$ cat config.mk
export PLATFORM = sky130hd
export DESIGN_NAME = icy_metadata_deframer
export DESIGN_NICKNAME = d
export VERILOG_FILES = /design/src/hdl/icymd_pkg.sv /design/src/hdl/icymd_title_track.sv /design/src/hdl/icy_metadata_deframer.sv
export SDC_FILE = /design/constraint.sdc
export NUM_CORES = 1
export LEC_CHECK = 0
export ABC_AREA = 1
export BUFFER_PORTS_ARGS = -buffer_cell sky130_fd_sc_hd__buf_4
export CAP_MARGIN = 20
export CORE_AREA = 2 2 135 137
export DETAILED_ROUTE_END_ITERATION = 6
export DIE_AREA = 0 0 137 139
export PLACE_DENSITY = 0.59
export SYNTH_ARGS = -nofsm -noshare
export SYNTH_HDL_FRONTEND = slang
export SYNTH_SLANG_ARGS = --single-unit
$ cat constraint.sdc
create_clock -name clk_i -period 2.65 [get_ports clk_i]
set_clock_uncertainty 0.15 [all_clocks]
set_input_delay 0.53 -clock clk_i [delete_from_list [all_inputs] [get_ports clk_i]]
set_output_delay 0.53 -clock clk_i [all_outputs]
set_load 0.005 [all_outputs]
$ cat src/hdl/icymd_pkg.sv
`timescale 1ns / 1ps
`default_nettype none

package icymd_pkg;

  // Framing counters
  localparam int unsigned COUNT_BITS  = 20;
  localparam int unsigned INTERVAL_W  = 20;
  localparam int unsigned CMP_W       = (COUNT_BITS > INTERVAL_W) ? COUNT_BITS : INTERVAL_W;
  localparam int unsigned REMAIN_W    = 12;

  // Title capture
  localparam int unsigned TITLE_MAX   = 1023;
  localparam int unsigned TITLE_W     = 10;
  localparam int unsigned PREFIX_LEN  = 13;
  localparam int unsigned PREFIX_W    = 4;

  localparam logic [7:0] CHAR_QUOTE   = 8'h27;
  localparam logic [7:0] CHAR_NUL     = 8'h00;

  // Byte classes as reported on the result stream
  typedef enum logic [1:0] {
    CLASS_AUDIO = 2'd0,
    CLASS_LEN   = 2'd1,
    CLASS_META  = 2'd2,
    CLASS_TITLE = 2'd3
  } byte_class_e;

  typedef enum logic {
    PH_AUDIO = 1'b0,
    PH_META  = 1'b1
  } phase_e;

  typedef enum logic [1:0] {
    CAP_MATCH = 2'd0,
    CAP_TITLE = 2'd1,
    CAP_IDLE  = 2'd2
  } capture_e;

  // Framing -> title tracker
  typedef struct packed {
    logic start;   // accepted nonzero length byte: a block opens
    logic step;    // accepted byte inside a block
    logic last;    // that byte closes the block
  } cap_ctrl_t;

  // Title tracker -> framing
  typedef struct packed {
    logic               title_char;
    logic               done;
    logic [TITLE_W-1:0] length;
  } cap_stat_t;

  // Characters of the text StreamTitle='
  function automatic logic [7:0] prefix_char(input logic [PREFIX_W-1:0] idx);
    logic [7:0] c;
    case (idx)
      4'd0:    c = 8'h53; // S
      4'd1:    c = 8'h74; // t
      4'd2:    c = 8'h72; // r
      4'd3:    c = 8'h65; // e
      4'd4:    c = 8'h61; // a
      4'd5:    c = 8'h6D; // m
      4'd6:    c = 8'h54; // T
      4'd7:    c = 8'h69; // i
      4'd8:    c = 8'h74; // t
      4'd9:    c = 8'h6C; // l
      4'd10:   c = 8'h65; // e
      4'd11:   c = 8'h3D; // =
      4'd12:   c = 8'h27; // quote
      default: c = 8'h00;
    endcase
    return c;
  endfunction

endpackage

`default_nettype wire

$ cat src/hdl/icymd_title_track.sv
`timescale 1ns / 1ps
`default_nettype none

module icymd_title_track
  import icymd_pkg::*;
(
  input  wire logic       clk_i,
  input  wire logic       rst_ni,
  input  wire cap_ctrl_t  ctrl_i,
  input  wire logic [7:0] byte_i,
  output cap_stat_t       stat_o
);

  capture_e             cap_q, cap_d;
  logic [PREFIX_W-1:0]  idx_q, idx_d;
  logic [TITLE_W-1:0]   cnt_q, cnt_d;
  logic                 ending;

  always_comb begin
    cap_d             = cap_q;
    idx_d             = idx_q;
    cnt_d             = cnt_q;
    ending            = 1'b0;
    stat_o.title_char = 1'b0;
    stat_o.done       = 1'b0;
    stat_o.length     = '0;
    if (ctrl_i.start) begin
      cap_d = CAP_MATCH;
      idx_d = '0;
      cnt_d = '0;
    end else if (ctrl_i.step) begin
      case (cap_q)
        CAP_MATCH: begin
          if ((idx_q < PREFIX_W'(PREFIX_LEN)) && (byte_i == prefix_char(idx_q))) begin
            idx_d = idx_q + 1'b1;
            if (idx_d >= PREFIX_W'(PREFIX_LEN)) begin
              cap_d = CAP_TITLE;
              cnt_d = '0;
            end
          end else begin
            cap_d = CAP_IDLE;
          end
        end
        CAP_TITLE: begin
          if ((byte_i == CHAR_QUOTE) || (byte_i == CHAR_NUL)) begin
            ending = 1'b1;
          end else if (cnt_q < TITLE_W'(TITLE_MAX)) begin
            cnt_d             = cnt_q + 1'b1;
            stat_o.title_char = 1'b1;
          end
          // a character on the closing byte is counted before the end
          if (ctrl_i.last) begin
            ending = 1'b1;
          end
          if (ending) begin
            cap_d = CAP_IDLE;
            if (cnt_d != '0) begin
              stat_o.done   = 1'b1;
              stat_o.length = cnt_d;
            end
          end
        end
        default: begin
        end
      endcase
    end
  end

  always_ff @(posedge clk_i or negedge rst_ni) begin
    if (!rst_ni) begin
      cap_q <= CAP_MATCH;
      idx_q <= '0;
      cnt_q <= '0;
    end else begin
      cap_q <= cap_d;
      idx_q <= idx_d;
      cnt_q <= cnt_d;
    end
  end

endmodule

`default_nettype wire

$ cat src/hdl/icy_metadata_deframer.sv
`timescale 1ns / 1ps
`default_nettype none

// Channel     | Dir | Signals                         | Contents
// ------------+-----+---------------------------------+------------------------------------
// s_axis      | in  | tvalid, tready, tdata[7:0]      | stream_byte
// m_axis      | out | tvalid, tready, tdata[23:0],    | byte_out, title_done, title_length;
//             |     | tuser[1:0], tlast               | byte_class; block_last
// cfg         | in  | we, wdata[19:0]                 | meta_interval
//
// One byte per cycle while the sink takes results: each byte is classed in the
// cycle of its transfer and its result is loaded into the output register.
// Framing counters and the prefix compare settle in the cycle of the transfer.
// Reset returns to the audio phase with zero counters and interval zero.
// The input is stalled only while the output register holds a result that
// the sink has not taken.

module icy_metadata_deframer
  import icymd_pkg::*;
(
  input  wire logic                  clk_i,
  input  wire logic                  rst_ni,
  // input stream
  input  wire logic                  s_axis_tvalid_i,
  output logic                       s_axis_tready_o,
  input  wire logic [7:0]            s_axis_tdata_i,   // [7:0] stream_byte
  // result stream
  output logic                       m_axis_tvalid_o,
  input  wire logic                  m_axis_tready_i,
  output logic [23:0]                m_axis_tdata_o,   // [7:0] byte_out, [8] title_done,
                                                       // [18:9] title_length, rest zero
  output logic [1:0]                 m_axis_tuser_o,   // [1:0] byte_class
  output logic                       m_axis_tlast_o,   // block_last
  // configuration
  input  wire logic                  cfg_we_i,
  input  wire logic [INTERVAL_W-1:0] cfg_wdata_i       // meta_interval
);

  localparam logic [COUNT_BITS-1:0] COUNT_MAX = '1;

  logic                  accept;
  logic [INTERVAL_W-1:0] interval_q;
  phase_e                phase_q, phase_d;
  logic [COUNT_BITS-1:0] audio_q, audio_d;
  logic [REMAIN_W-1:0]   remain_q, remain_d;

  byte_class_e           cls;
  logic                  last;
  cap_ctrl_t             cap_ctrl;
  cap_stat_t             cap_stat;

  logic                  m_valid_q;
  byte_class_e           cls_q;
  logic [7:0]            byte_q;
  logic                  last_q;
  logic                  done_q;
  logic [TITLE_W-1:0]    len_q;

  // Take a new byte whenever the output register is free or being drained.
  assign s_axis_tready_o = !m_valid_q || m_axis_tready_i;
  assign accept          = s_axis_tvalid_i && s_axis_tready_o;

  // Framing: count audio, spot the length byte, count down the block.
  always_comb begin
    phase_d        = phase_q;
    audio_d        = audio_q;
    remain_d       = remain_q;
    cls            = CLASS_AUDIO;
    last           = 1'b0;
    cap_ctrl.start = 1'b0;
    cap_ctrl.step  = 1'b0;
    cap_ctrl.last  = 1'b0;
    if (phase_q == PH_META) begin
      last          = (remain_q <= REMAIN_W'(1));
      cls           = cap_stat.title_char ? CLASS_TITLE : CLASS_META;
      cap_ctrl.step = accept;
      cap_ctrl.last = last;
      if (accept) begin
        if (last) begin
          phase_d  = PH_AUDIO;
          remain_d = '0;
          audio_d  = '0;
        end else begin
          remain_d = remain_q - 1'b1;
        end
      end
    end else if ((interval_q != '0) && (CMP_W'(audio_q) >= CMP_W'(interval_q))) begin
      // length byte: block of length*16 bytes, or none at all for zero
      cls = CLASS_LEN;
      if (s_axis_tdata_i == 8'h00) begin
        last = 1'b1;
      end
      if (accept) begin
        audio_d = '0;
        if (s_axis_tdata_i != 8'h00) begin
          phase_d        = PH_META;
          remain_d       = {s_axis_tdata_i, 4'h0};
          cap_ctrl.start = 1'b1;
        end
      end
    end else begin
      // audio: saturate the count rather than wrap
      if (accept && (audio_q != COUNT_MAX)) begin
        audio_d = audio_q + 1'b1;
      end
    end
  end

  icymd_title_track u_title (
    .clk_i  (clk_i),
    .rst_ni (rst_ni),
    .ctrl_i (cap_ctrl),
    .byte_i (s_axis_tdata_i),
    .stat_o (cap_stat)
  );

  always_ff @(posedge clk_i or negedge rst_ni) begin
    if (!rst_ni) begin
      interval_q <= '0;
      phase_q    <= PH_AUDIO;
      audio_q    <= '0;
      remain_q   <= '0;
      m_valid_q  <= 1'b0;
    end else begin
      if (cfg_we_i) begin
        interval_q <= cfg_wdata_i;
      end
      phase_q  <= phase_d;
      audio_q  <= audio_d;
      remain_q <= remain_d;
      // hold the result until transferred, refill on the same edge
      if (accept) begin
        m_valid_q <= 1'b1;
      end else if (m_axis_tready_i) begin
        m_valid_q <= 1'b0;
      end
    end
  end

  // Result payload: loaded on each input transfer, no reset needed.
  always_ff @(posedge clk_i) begin
    if (accept) begin
      cls_q  <= cls;
      byte_q <= s_axis_tdata_i;
      last_q <= last;
      done_q <= cap_stat.done;
      len_q  <= cap_stat.length;
    end
  end

  assign m_axis_tvalid_o = m_valid_q;
  assign m_axis_tuser_o  = cls_q;
  assign m_axis_tlast_o  = last_q;
  assign m_axis_tdata_o  = {5'b0, len_q, done_q, byte_q};

endmodule

`default_nettype wire

After elaboration in Yosys (flattened, before gate mapping)

Memories as Yosys holds them, arrays and structs flattened.
Index checks and enable logic that the tools add are counted.

Memories: 1
Register bits: 92
Output and inout port bits: 29
ROM bits: 112
Logic and storage cells: 128

Memory list:

| memory          | words | bits a word | rd ports | clocked after memory_dff | wr ports | RTL line        | RTL |
|---|---|---|---|---|---|---|---|
| (no name shown) | 16    | 7           | 1        | 0                        | 0        | icymd_pkg.sv:57 | `case (idx)` |

$lt $le $gt $ge: 5
Equal/unequal tests: 11
Reduce and logical (&&, ||, !) cells: 27
Muxes and demuxes: 63
Bitwise operators: 4
Add/sub/neg operators: 4

Operator list:

| kind                                                  | count |
|---|---|
| two-way mux 20 bit                                    | 6 |
| two-way mux 12 bit                                    | 9 |
| two-way mux 10 bit                                    | 9 |
| two-way mux 8 bit                                     | 3 |
| two-way mux 11 bit                                    | 2 |
| two-way mux 1 bit                                     | 21 |
| adder 20 x 1 -> 20 bit (second input constant)        | 1 |
| >= comparator 20 bit                                  | 1 |
| != test 20 bit (second input constant)                | 1 |
| case mux 10 bit (2 select lines)                      | 1 |
| nonzero test 20 bit                                   | 1 |
| two-way mux 4 bit                                     | 4 |
| AND reduction 4 bit                                   | 4 |
| two-way mux 2 bit                                     | 7 |
| <= comparator 12 x 1 -> 1 bit (second input constant) | 1 |
| nonzero test 2 bit                                    | 6 |
| subtractor 12 x 1 -> 12 bit (second input constant)   | 1 |
| adder 10 x 1 -> 10 bit (second input constant)        | 1 |
| less-than comparator 10 bit (second input constant)   | 1 |
| nonzero test 10 bit                                   | 1 |
| != test 3 x 2 -> 1 bit (second input constant)        | 3 |
| equality test 8 x 6 -> 1 bit (second input constant)  | 1 |
| equality test 8 bit                                   | 1 |
| zero test 8 bit                                       | 1 |
| other kinds (18)                                      | 27 |

Longest topological paths before layout

Gate-level depths: netlist (run 1).

Depth after elaboration: 15
Mapped depth: 18
Depth with buffers taken out: 18

By module

Synthesis (run 1) repeated with hierarchy kept, for this count alone.

Cell total of the unflattened synthesis: 892
Area total of the unflattened synthesis: 6428.7 um^2

By module, submodules not included:

| module                | cells an instance | area an instance (um^2) | times used |
|---|---|---|---|
| icy_metadata_deframer | 549               | 4449.3                  | 1 |
| icymd_title_track     | 343               | 1979.4                  | 1 |

Least setup slack after synthesis (run 1)

Ideal clock, no wire load.

Path type: flip-flop to flip-flop
From: register u_title.cnt_q[0]
To: register len_q[1] (data pin)
Buffers on the path: 1
Cell stages (with the launch flop): 11
Path slack: 0.439 ns
Data arrival time: 1.796 ns
Cells stage by stage: dfrtp_1 > ha_1 > nand3_1 > o31ai_1 > nand3_1 > a21oi_1 > nand2_1 > nand3b_1 > nand2_1 > buf_6 > nor2_1

Cells in the longest elaborated chain, start to end: 9

RTL lines:

| item                                                                         | RTL line                                         | RTL |
|---|---|---|
| start: declaration                                                           | icymd_title_track.sv:16                          | `logic [TITLE_W-1:0] cnt_q, cnt_d;` |
| start signal: assignment                                                     | icymd_title_track.sv:77                          | `cnt_q <= cnt_d;` |
| adder 10 x 1 -> 10 bit / less-than comparator 10 bit (equally long branches) | icymd_title_track.sv:48, icymd_title_track.sv:47 |  |
| two-way mux 10 bit                                                           | icymd_title_track.sv:47                          | `end else if (cnt_q < TITLE_W'(TITLE_MAX)) begin` |
| two-way mux 10 bit (*)                                                       | icymd_title_track.sv:45                          | `if ((byte_i == CHAR_QUOTE) \|\| (byte_i == CHAR_NUL)) begin` |
| two-way mux 10 bit (*)                                                       | icymd_title_track.sv:32                          | `case (cap_q)` |
| two-way mux 10 bit (*)                                                       | icymd_title_track.sv:31                          | `end else if (ctrl_i.step) begin` |
| two-way mux 10 bit (*)                                                       | icymd_title_track.sv:27                          | `if (ctrl_i.start) begin` |
| nonzero test 10 bit                                                          | icymd_title_track.sv:57                          | `if (cnt_d != '0) begin` |
| inverter 1 bit (no line)                                                     | --                                               |  |
| OR reduction 5 bit (no line)                                                 | --                                               |  |
| end signal: assignment                                                       | icy_metadata_deframer.sv:147                     | `len_q <= cap_stat.length;` |
| end: declaration                                                             | icy_metadata_deframer.sv:57                      | `logic [TITLE_W-1:0] len_q;` |

Mark *: on every way between the ends. The rest lies on a longest branch, timed or not. The select of a mux whose other input is x is not followed.
A chain may end at the register's enable or synchronous reset.

Worst setup path in the final report (run 1)

From: register u_title.cnt_q[1]
To: register len_q[4] (data pin)

Same word-level chain as after synthesis.

==> load_flow_metrics.sql, run 1 <==
INSERT INTO impl_metrics (metric_group, metric, value, unit) VALUES
('sta', 'max_clk_rate', '412.3', 'MHz'),
('placed_design', 'dpl_worst_slack', '-31.33', 'ps'),
('critical_path', 'worst_ep_required_time', '2610', 'ps'),
('sta', 'hold_violations', '0', ''),
('die', 'dieHeight', '139', 'µm'),
('critical_path', 'timing.critical_path.from_type', 'flip-flop', ''),
('power', 'combPwrFrac', '34.0', '%'),
('power', 'static-leakage-power', '3.534', 'nW'),
('synthesis', 'netlist.top_cell.by_area', 'sky130_fd_sc_hd__dfrtp_1', ''),
('critical_path', 'cp_cell_sequence', 'ha_1 > nand3_1 > nor2_1 > nand2_1 > nand2_1 > o21ai_0 > inv_1 > nand2_1 > nor2_1 > nand3b_1 > nand2_2 > nor2_1', ''),
('placed_design', 'gpl.final_weighted_congestion', '0.8664', ''),
('synthesis', 'post_synth_instance_area', '6061', 'µm²'),
('power', 'total_switching_power', '1.779', 'mW'),
('die', 'fp.dieW', '137', 'µm'),
('power', 'clock_power_share', '27.2', '%'),
('power', 'cellInternalPower', '3.085', 'mW'),
('final_layout', 'antennaDiodeCount', '0', ''),
('die', 'initial_utilization', '34.33', '%'),
('routing', 'drt_first_iter_violations', '372', ''),
('synthesis', 'yosys.cell_types.count', '46', ''),
('outcome', 'run_status', 'completed', ''),
('power', 'seq_power_share', '38.8', '%'),
('routing', 'routed_wirelength', '14.59', 'mm'),
('global_routing', 'via_count_of_the_first_global_routing_pass', '5212', ''),
('synthesis', 'ys_ff_latch', '92', ''),
('critical_path', 'path_buf_inv', '1', ''),
('sta', 'fin_ws', '224.6', 'ps'),
('cts', 'clk_transition_reported_paths', '70', 'ps'),
('synthesis', 'ys_seq_area_share', '39.80', '%'),
('cts', 'clk_root_buffer_cell', 'sky130_fd_sc_hd__clkbuf_16', ''),
('critical_path', 'crit_arrival', '2380', 'ps'),
('routing', 'dr.pass1.iters', '4', ''),
('critical_path', 'path_class', 'reg2reg', ''),
('global_routing', 'grt_first_pass_wirelength', '25.05', 'mm'),
('synthesis', 'ys_top_cells_by_area', 'sky130_fd_sc_hd__dfrtp_1, sky130_fd_sc_hd__nand2_1, sky130_fd_sc_hd__edfxtp_1', ''),
('final_layout', 'n_fill_cell', '1866', ''),
('critical_path', 'crit_path_max_delay_family', 'simple AND/OR/NAND/NOR gates', ''),
('cts', 'numClockSinks', '92', ''),
('synthesis', 'synth_enable_flop_cells', '22', ''),
('final_layout', 'finish.utilization', '40.94', '%'),
('synthesis', 'share_of_flip_flops_with_an_asynchronous_set_or_reset', '76.09', '%'),
('final_layout', 'fin_nets', '955', ''),
('routing', 'wire_per_inst', '12.96', 'µm'),
('die', 'rows', '49', ''),
('routing', 'route.vias.total', '5322', ''),
('worst_hold_path', 'hold_class', 'in2reg', ''),
('power', 'ir_worst_vdd', '0.3318', 'mV'),
('critical_path', 'critPathCaptureType', 'flip-flop', ''),
('cts', 'clock_latency_late_sink', '350', 'ps'),
('critical_path', 'critical_path_peak_fanout', '11', ''),
('sta', 'timing.final.crit_period', '2425', 'ps'),
('global_routing', 'globalRouteTotalUtil', '16.28', '%'),
('routing', 'postRouteAntennaNets', '0', ''),
('synthesis', 'most_used_flip_flop_cell_after_synthesis', 'sky130_fd_sc_hd__dfrtp_1', ''),
('critical_path', 'max_stage_delay', '420', 'ps'),
('sta', 'setup_viol', '0', ''),
('cts', 'cts-buffers-inserted', '9', ''),
('cts', 'max-clock-path-buffers', '2', ''),
('routing', 'vias_per_cell', '4.726', ''),
('critical_path', 'crit_slowest_cell', 'sky130_fd_sc_hd__dfrtp_1', ''),
('sta', 'timing.setup.tns', '0', 'ps'),
('die', 'pin_count', '62', ''),
('placed_design', 'numPortBuffers', '56', ''),
('routing', 'number_of_design_rule_violations_left_after_detail_routing', '0', ''),
('global_routing', 'initial_antenna_violation_count', '0', ''),
('flow_run', 'max-cap-violations', '0', ''),
('die', 'die-area', '19040', 'µm²'),
('synthesis', 'postSynthCellCount', '815', ''),
('synthesis', 'syn-mean-instance-area', '7.437', 'µm²'),
('power', 'power.switching_fraction', '36.57', '%'),
('synthesis', 'ys_warn_count', '0', '');
logic make-up after synthesis:
logic type / Yosys count / synth area share, %
flops: 92 / 39.80
mux: 1 / 0.1652
fa+ha+maj: 30 / 6.193
simple gates: 426 / 31.17
buf+inv: 151 / 10.24
xor+xnor: 23 / 3.448
compound gates: 91 / 8.918
other cells: 1 / 0.06187
worst register-to-register path, cell delays in order, from the launching register on:
cell                       delay, ps
sky130_fd_sc_hd__dfrtp_1         420
sky130_fd_sc_hd__ha_1            290
sky130_fd_sc_hd__nand3_1         190
sky130_fd_sc_hd__nor2_1          190
sky130_fd_sc_hd__nand2_1          90
sky130_fd_sc_hd__nand2_1          60
sky130_fd_sc_hd__o21ai_0          70
sky130_fd_sc_hd__inv_1           110
sky130_fd_sc_hd__nand2_1          80
sky130_fd_sc_hd__nor2_1          110
sky130_fd_sc_hd__nand3b_1        100
sky130_fd_sc_hd__nand2_2         230
sky130_fd_sc_hd__nor2_1           80
layer usage:
metal	share of wire, %	global-route usage (%)
met5	0	0
met4	2.0	5.317
met3	4.4	3.107
met2	46	26.68
met1	47	21.48
power by group through the flow:
stage                     Combinational (mW)  Sequential, mW  Clock (mW)
after floorplan                         1.17            1.87           0
after global placement                  1.63            1.91           0
after detailed placement                1.63            1.91           0
after CTS                               1.65            1.89        1.36
after global routing                    1.90            1.92        1.42
final                                   1.65            1.89        1.32
path summary, 6_finish.rpt:
check,cells after the start,from,slack (ps),endpoint
worst max-delay path,12,u_title.cnt_q[1],220,len_q[4]
worst min-delay path,1,s_axis_tdata_i[7],210,byte_q[7]
worst max register to register,12,u_title.cnt_q[1],220,len_q[4]
worst min register to register,2,u_title.cnt_q[9],350,u_title.cnt_q[9]
max in group asynchronous,3,rst_ni,1260,u_title.idx_q[1]
min in group asynchronous,2,rst_ni,490,u_title.cnt_q[1]
flip-flops by register name, summed over array words and instances (netlist names):
signal           flops
m_axis_tlast_o       1
byte_q               8
done_q               1
u_title.cap_q        2
interval_q          20
m_axis_tuser_o       2
u_title.cnt_q       10
audio_q             20
remain_q            12
m_axis_tvalid_o      1
phase_q              1
len_q               10
u_title.idx_q        4
what timing repair did:
| item | in CTS | in global routing |
|---|---|---|
| buffers inserted | 0 | 1 |
| hold endpoints to repair | 23 | 0 |
| gates resized for setup | 0 | 12 |
| hold buffers | 1 | 0 |
| endpoints found under the setup margin | 0 | 33 |
synth_stat cells (all sizes together) (2+ instances only):
library cell	count
nand4	25
nor4	6
nor2	84
dfrtp	70
edfxtp	22
or2	2
a21oi	13
nor3	21
nand2	225
clkbuf	9
nand3b	4
nand3	58
xor2	20
buf	15
o31ai	3
a22oi	4
inv	126
xnor2	3
o21ai	56
o211ai	3
ha	30
o22ai	5
a31oi	3
cell type report:
cell class | count | area [µm²] | share of cell area (%)
clock buffer | 14 | 285.3 | 3.947
tap | 229 | 286.5 | 3.964
timing repair buffer | 86 | 664.4 | 9.192
sequential | 92 | 2414 | 33.39
clock inverter | 2 | 16.27 | 0.2250
multi-input combinational | 576 | 3085 | 42.69
inverter | 127 | 476.7 | 6.595
per-stage QoR:
stage               hold WS, ps  instance area, µm²  instances  power, mW
finish                    211.1                7228       1126      4.864
CTS                       204.0                7173       1125      4.897
detailed placement        331.4                6862       1108      3.549
global route              205.1                7228       1126      5.240
floorplan                 84.41                6076        819      3.036
global placement          333.8                6862       1108      3.533
(Power assumes the default switching activity.)
==> inputs of run 2 (changes only) <==
==> constraint.sdc (replaced) <==
create_clock -name clk_i -period 2.5 [get_ports clk_i]
set_clock_uncertainty 0.15 [all_clocks]
set_input_delay 0.5 -clock clk_i [delete_from_list [all_inputs] [get_ports clk_i]]
set_output_delay 0.5 -clock clk_i [all_outputs]
set_load 0.005 [all_outputs]
==> run 2 against run 1 <==
Net effect:
- power increased by 13%
- final cell count grew 2.9%
- critical path depth is 4 higher
- sequential power grew 7%
- sequential share of layout area down 2.3 points
- critical path type unchanged
==> load_flow_metrics.sql, run 2 (synthesized netlist as in run 1, its figures left out) <==
INSERT INTO impl_metrics (metric_group, metric, value, unit) VALUES
('final_layout', 'antennaDiodeCount', '0', ''),
('critical_path', 'crit_slowest_cell', 'sky130_fd_sc_hd__dfrtp_1', ''),
('critical_path', 'timing.critical_path.from_type', 'flip-flop', ''),
('cts', 'max-clock-path-buffers', '2', ''),
('sta', 'max_clk_rate', '425.9', 'MHz'),
('sta', 'fin_ws', '152.1', 'ps'),
('routing', 'postRouteAntennaNets', '0', ''),
('sta', 'setup_viol', '0', ''),
('critical_path', 'path_class', 'reg2reg', ''),
('die', 'initial_utilization', '34.33', '%'),
('power', 'ir_worst_vdd', '0.3910', 'mV'),
('critical_path', 'path_buf_inv', '4', ''),
('cts', 'clock_latency_late_sink', '350', 'ps'),
('final_layout', 'final_cell_area', '7781', 'µm²'),
('critical_path', 'worst_ep_required_time', '2620', 'ps'),
('final_layout', 'layout-drive-gt1-share', '25.16', '%'),
('global_routing', 'globalRouteTotalUtil', '16.34', '%'),
('placed_design', 'placedCellCount', '1125', ''),
('placed_design', 'dpl.hpwl', '11.32', 'mm'),
('routing', 'number_of_design_rule_violations_left_after_detail_routing', '0', ''),
('sta', 'grt_setup_unrepaired', 'yes', ''),
('routing', 'wire_per_inst', '13.18', 'µm'),
('critical_path', 'cp_cell_sequence', 'inv_2 > ha_4 > nand2_2 > inv_1 > nand2_1 > nand2_1 > nand2_1 > nand2_1 > nand2_1 > nand4_1 > nand2_2 > buf_6 > clkinvlp_4 > nor3_2 > nand2_2 > o21ai_2', ''),
('critical_path', 'max_stage_delay', '380', 'ps'),
('power', 'static-leakage-power', '3.684', 'nW'),
('sta', 'post-route-period-util', '93.92', '%'),
('die', 'fp.dieW', '137', 'µm'),
('final_layout', 'fin_nets', '988', ''),
('final_layout', 'multi_input_comb_area', '3374', 'µm²'),
('routing', 'route.vias.total', '5460', ''),
('final_layout', 'biggestRegsByFlops', 'audio_q: 20 flops, interval_q: 20 flops, remain_q: 12 flops', ''),
('placed_design', 'dpl_worst_slack', '-106.3', 'ps'),
('worst_hold_path', 'hold_class', 'in2reg', ''),
('critical_path', 'critPathCaptureType', 'flip-flop', ''),
('power', 'pwr_density_cell', '708.1', 'nW/µm²'),
('global_routing', 'grt_first_pass_wirelength', '25.12', 'mm'),
('sta', 'timing.final.crit_period', '2348', 'ps'),
('critical_path', 'crit_path_max_delay_family', 'simple AND/OR/NAND/NOR gates', ''),
('final_layout', 'seqCellArea', '2416', 'µm²'),
('flow_run', 'max-cap-violations', '0', ''),
('cts', 'tritoncts', 'done', ''),
('final_layout', 'layoutNonFillerInstCount', '1159', ''),
('placed_design', 'gpl.final_weighted_congestion', '0.9017', ''),
('global_routing', 'pin_count_of_the_biggest_net_entering_global_routing', '41', ''),
('final_layout', 'top_library_cells_by_usage_in_the_layout_fill_and_taps_aside', 'sky130_fd_sc_hd__nand2_1, sky130_fd_sc_hd__buf_4, sky130_fd_sc_hd__inv_1, sky130_fd_sc_hd__nor2_1, sky130_fd_sc_hd__dfrtp_1', ''),
('die', 'rows', '49', ''),
('routing', 'vias_per_cell', '4.711', ''),
('global_routing', 'initial_antenna_violation_count', '0', ''),
('final_layout', 'n_fill_cell', '1788', ''),
('sta', 'drv_slew', '0', ''),
('cts', 'clk_root_buffer_cell', 'sky130_fd_sc_hd__clkbuf_16', ''),
('routing', 'drt_first_iter_violations', '416', ''),
('sta', 'hold_slack', '189.7', 'ps'),
('critical_path', 'critical-path-top-cell-by-count', 'sky130_fd_sc_hd__nand2_1', ''),
('critical_path', 'critical_path_peak_fanout', '7', ''),
('placed_design', 'dpl_cell_area', '6989', 'µm²'),
('cts', 'h-tree-depth', '3', ''),
('die', 'dieHeight', '139', 'µm'),
('routing', 'routed_wirelength', '15.27', 'mm'),
('global_routing', 'via_count_of_the_first_global_routing_pass', '5192', ''),
('outcome', 'run_status', 'completed', ''),
('cts', 'numClockSinks', '92', ''),
('die', 'core_area', '17660', 'µm²'),
('cts', 'clk_transition_reported_paths', '70', 'ps'),
('final_layout', 'final_common_cell', 'sky130_fd_sc_hd__nand2_1', ''),
('die', 'pin_count', '62', ''),
('die', 'die-area', '19040', 'µm²'),
('global_routing', 'globalRouteOverflowTotal', '0', ''),
('cts', 'cts-buffers-inserted', '9', ''),
('sta', 'hold_violations', '0', ''),
('critical_path', 'crit_arrival', '2470', 'ps'),
('power', 'design_power_total', '5.510', 'mW'),
('placed_design', 'numPortBuffers', '56', ''),
('routing', 'dr.pass1.iters', '4', ''),
('final_layout', 'area_growth_syn_to_layout', '28.39', '%');
## run 2: changes by cell type in the layout (fill, tap and decap cells not counted), sizes merged
cell,change
buf,+32
clkbuf,-2
clkinvlp,+2
clkinv,+1
## run 2: worst reg2reg max path: cells and delay by family, from the launching register on
kind / cells / cell delay (ps)
adders and majority gates: 1 / 210
DFF: 1 / 380
and+or+nand+nor: 10 / 1040
buffers and inverters: 4 / 450
AOI/OAI and AO/OA: 1 / 50
## run 2: path summary, 6_finish.rpt
kind,startpoint,endpoint,slack (ps),cells past startpoint
worst max-delay path,interval_q[6],audio_q[17],150,16
worst min-delay path,s_axis_tdata_i[7],byte_q[7],190,1
worst max register to register,interval_q[6],audio_q[17],150,16
worst min register to register,u_title.cnt_q[9],u_title.cnt_q[9],360,2
max in group asynchronous,rst_ni,audio_q[15],1090,3
min in group asynchronous,rst_ni,u_title.cnt_q[8],520,2
## run 2: layout make-up
type | instances | share of cell area (%)
Timing Repair inverter | 1 | 0.09648
Sequential cell | 92 | 31.05
Inverter | 127 | 6.223
Multi-Input combinational cell | 576 | 43.37
Tap cell | 229 | 3.682
Clock buffer | 12 | 3.441
Clock inverter | 4 | 0.3698
Timing Repair Buffer | 118 | 11.77
## run 2: layer usage
| layer | global-route usage [%] | part of all wire (%) | vias up |
|---|---|---|---|
| met2 | 26.37 | 47 | 82 |
| met4 | 4.829 | 1.5 | 0 |
| met3 | 2.851 | 3.4 | 16 |
| met5 | 0 | 0 | - |
| li1 | - | - | 2848 |
| met1 | 22.31 | 48 | 2514 |
## run 2: what timing repair did
item	4_1_cts	5_1_grt
buffers inserted	0	16
endpoints found under the hold margin	32	0
pin swaps	0	17
endpoints found under the setup margin	8	51
hold buffers	1	0
cloned	0	1
gates resized for setup	1	79
## run 2: stage by stage
stage	util (%)	TNS [ps]
2_1_floorplan	-	0
3_3_place_gp	39.58	-478.4
3_5_place_dp	39.58	-858.1
4_1_cts	41.33	0
5_1_grt	44.07	-179.3
6_report	44.07	0
## run 2: report_power, final
group          switching, mW  internal [mW]  leakage, nW
clock network          0.612          0.769        0.149
registers              0.233           1.79         1.11
logic                   1.22          0.885         2.43
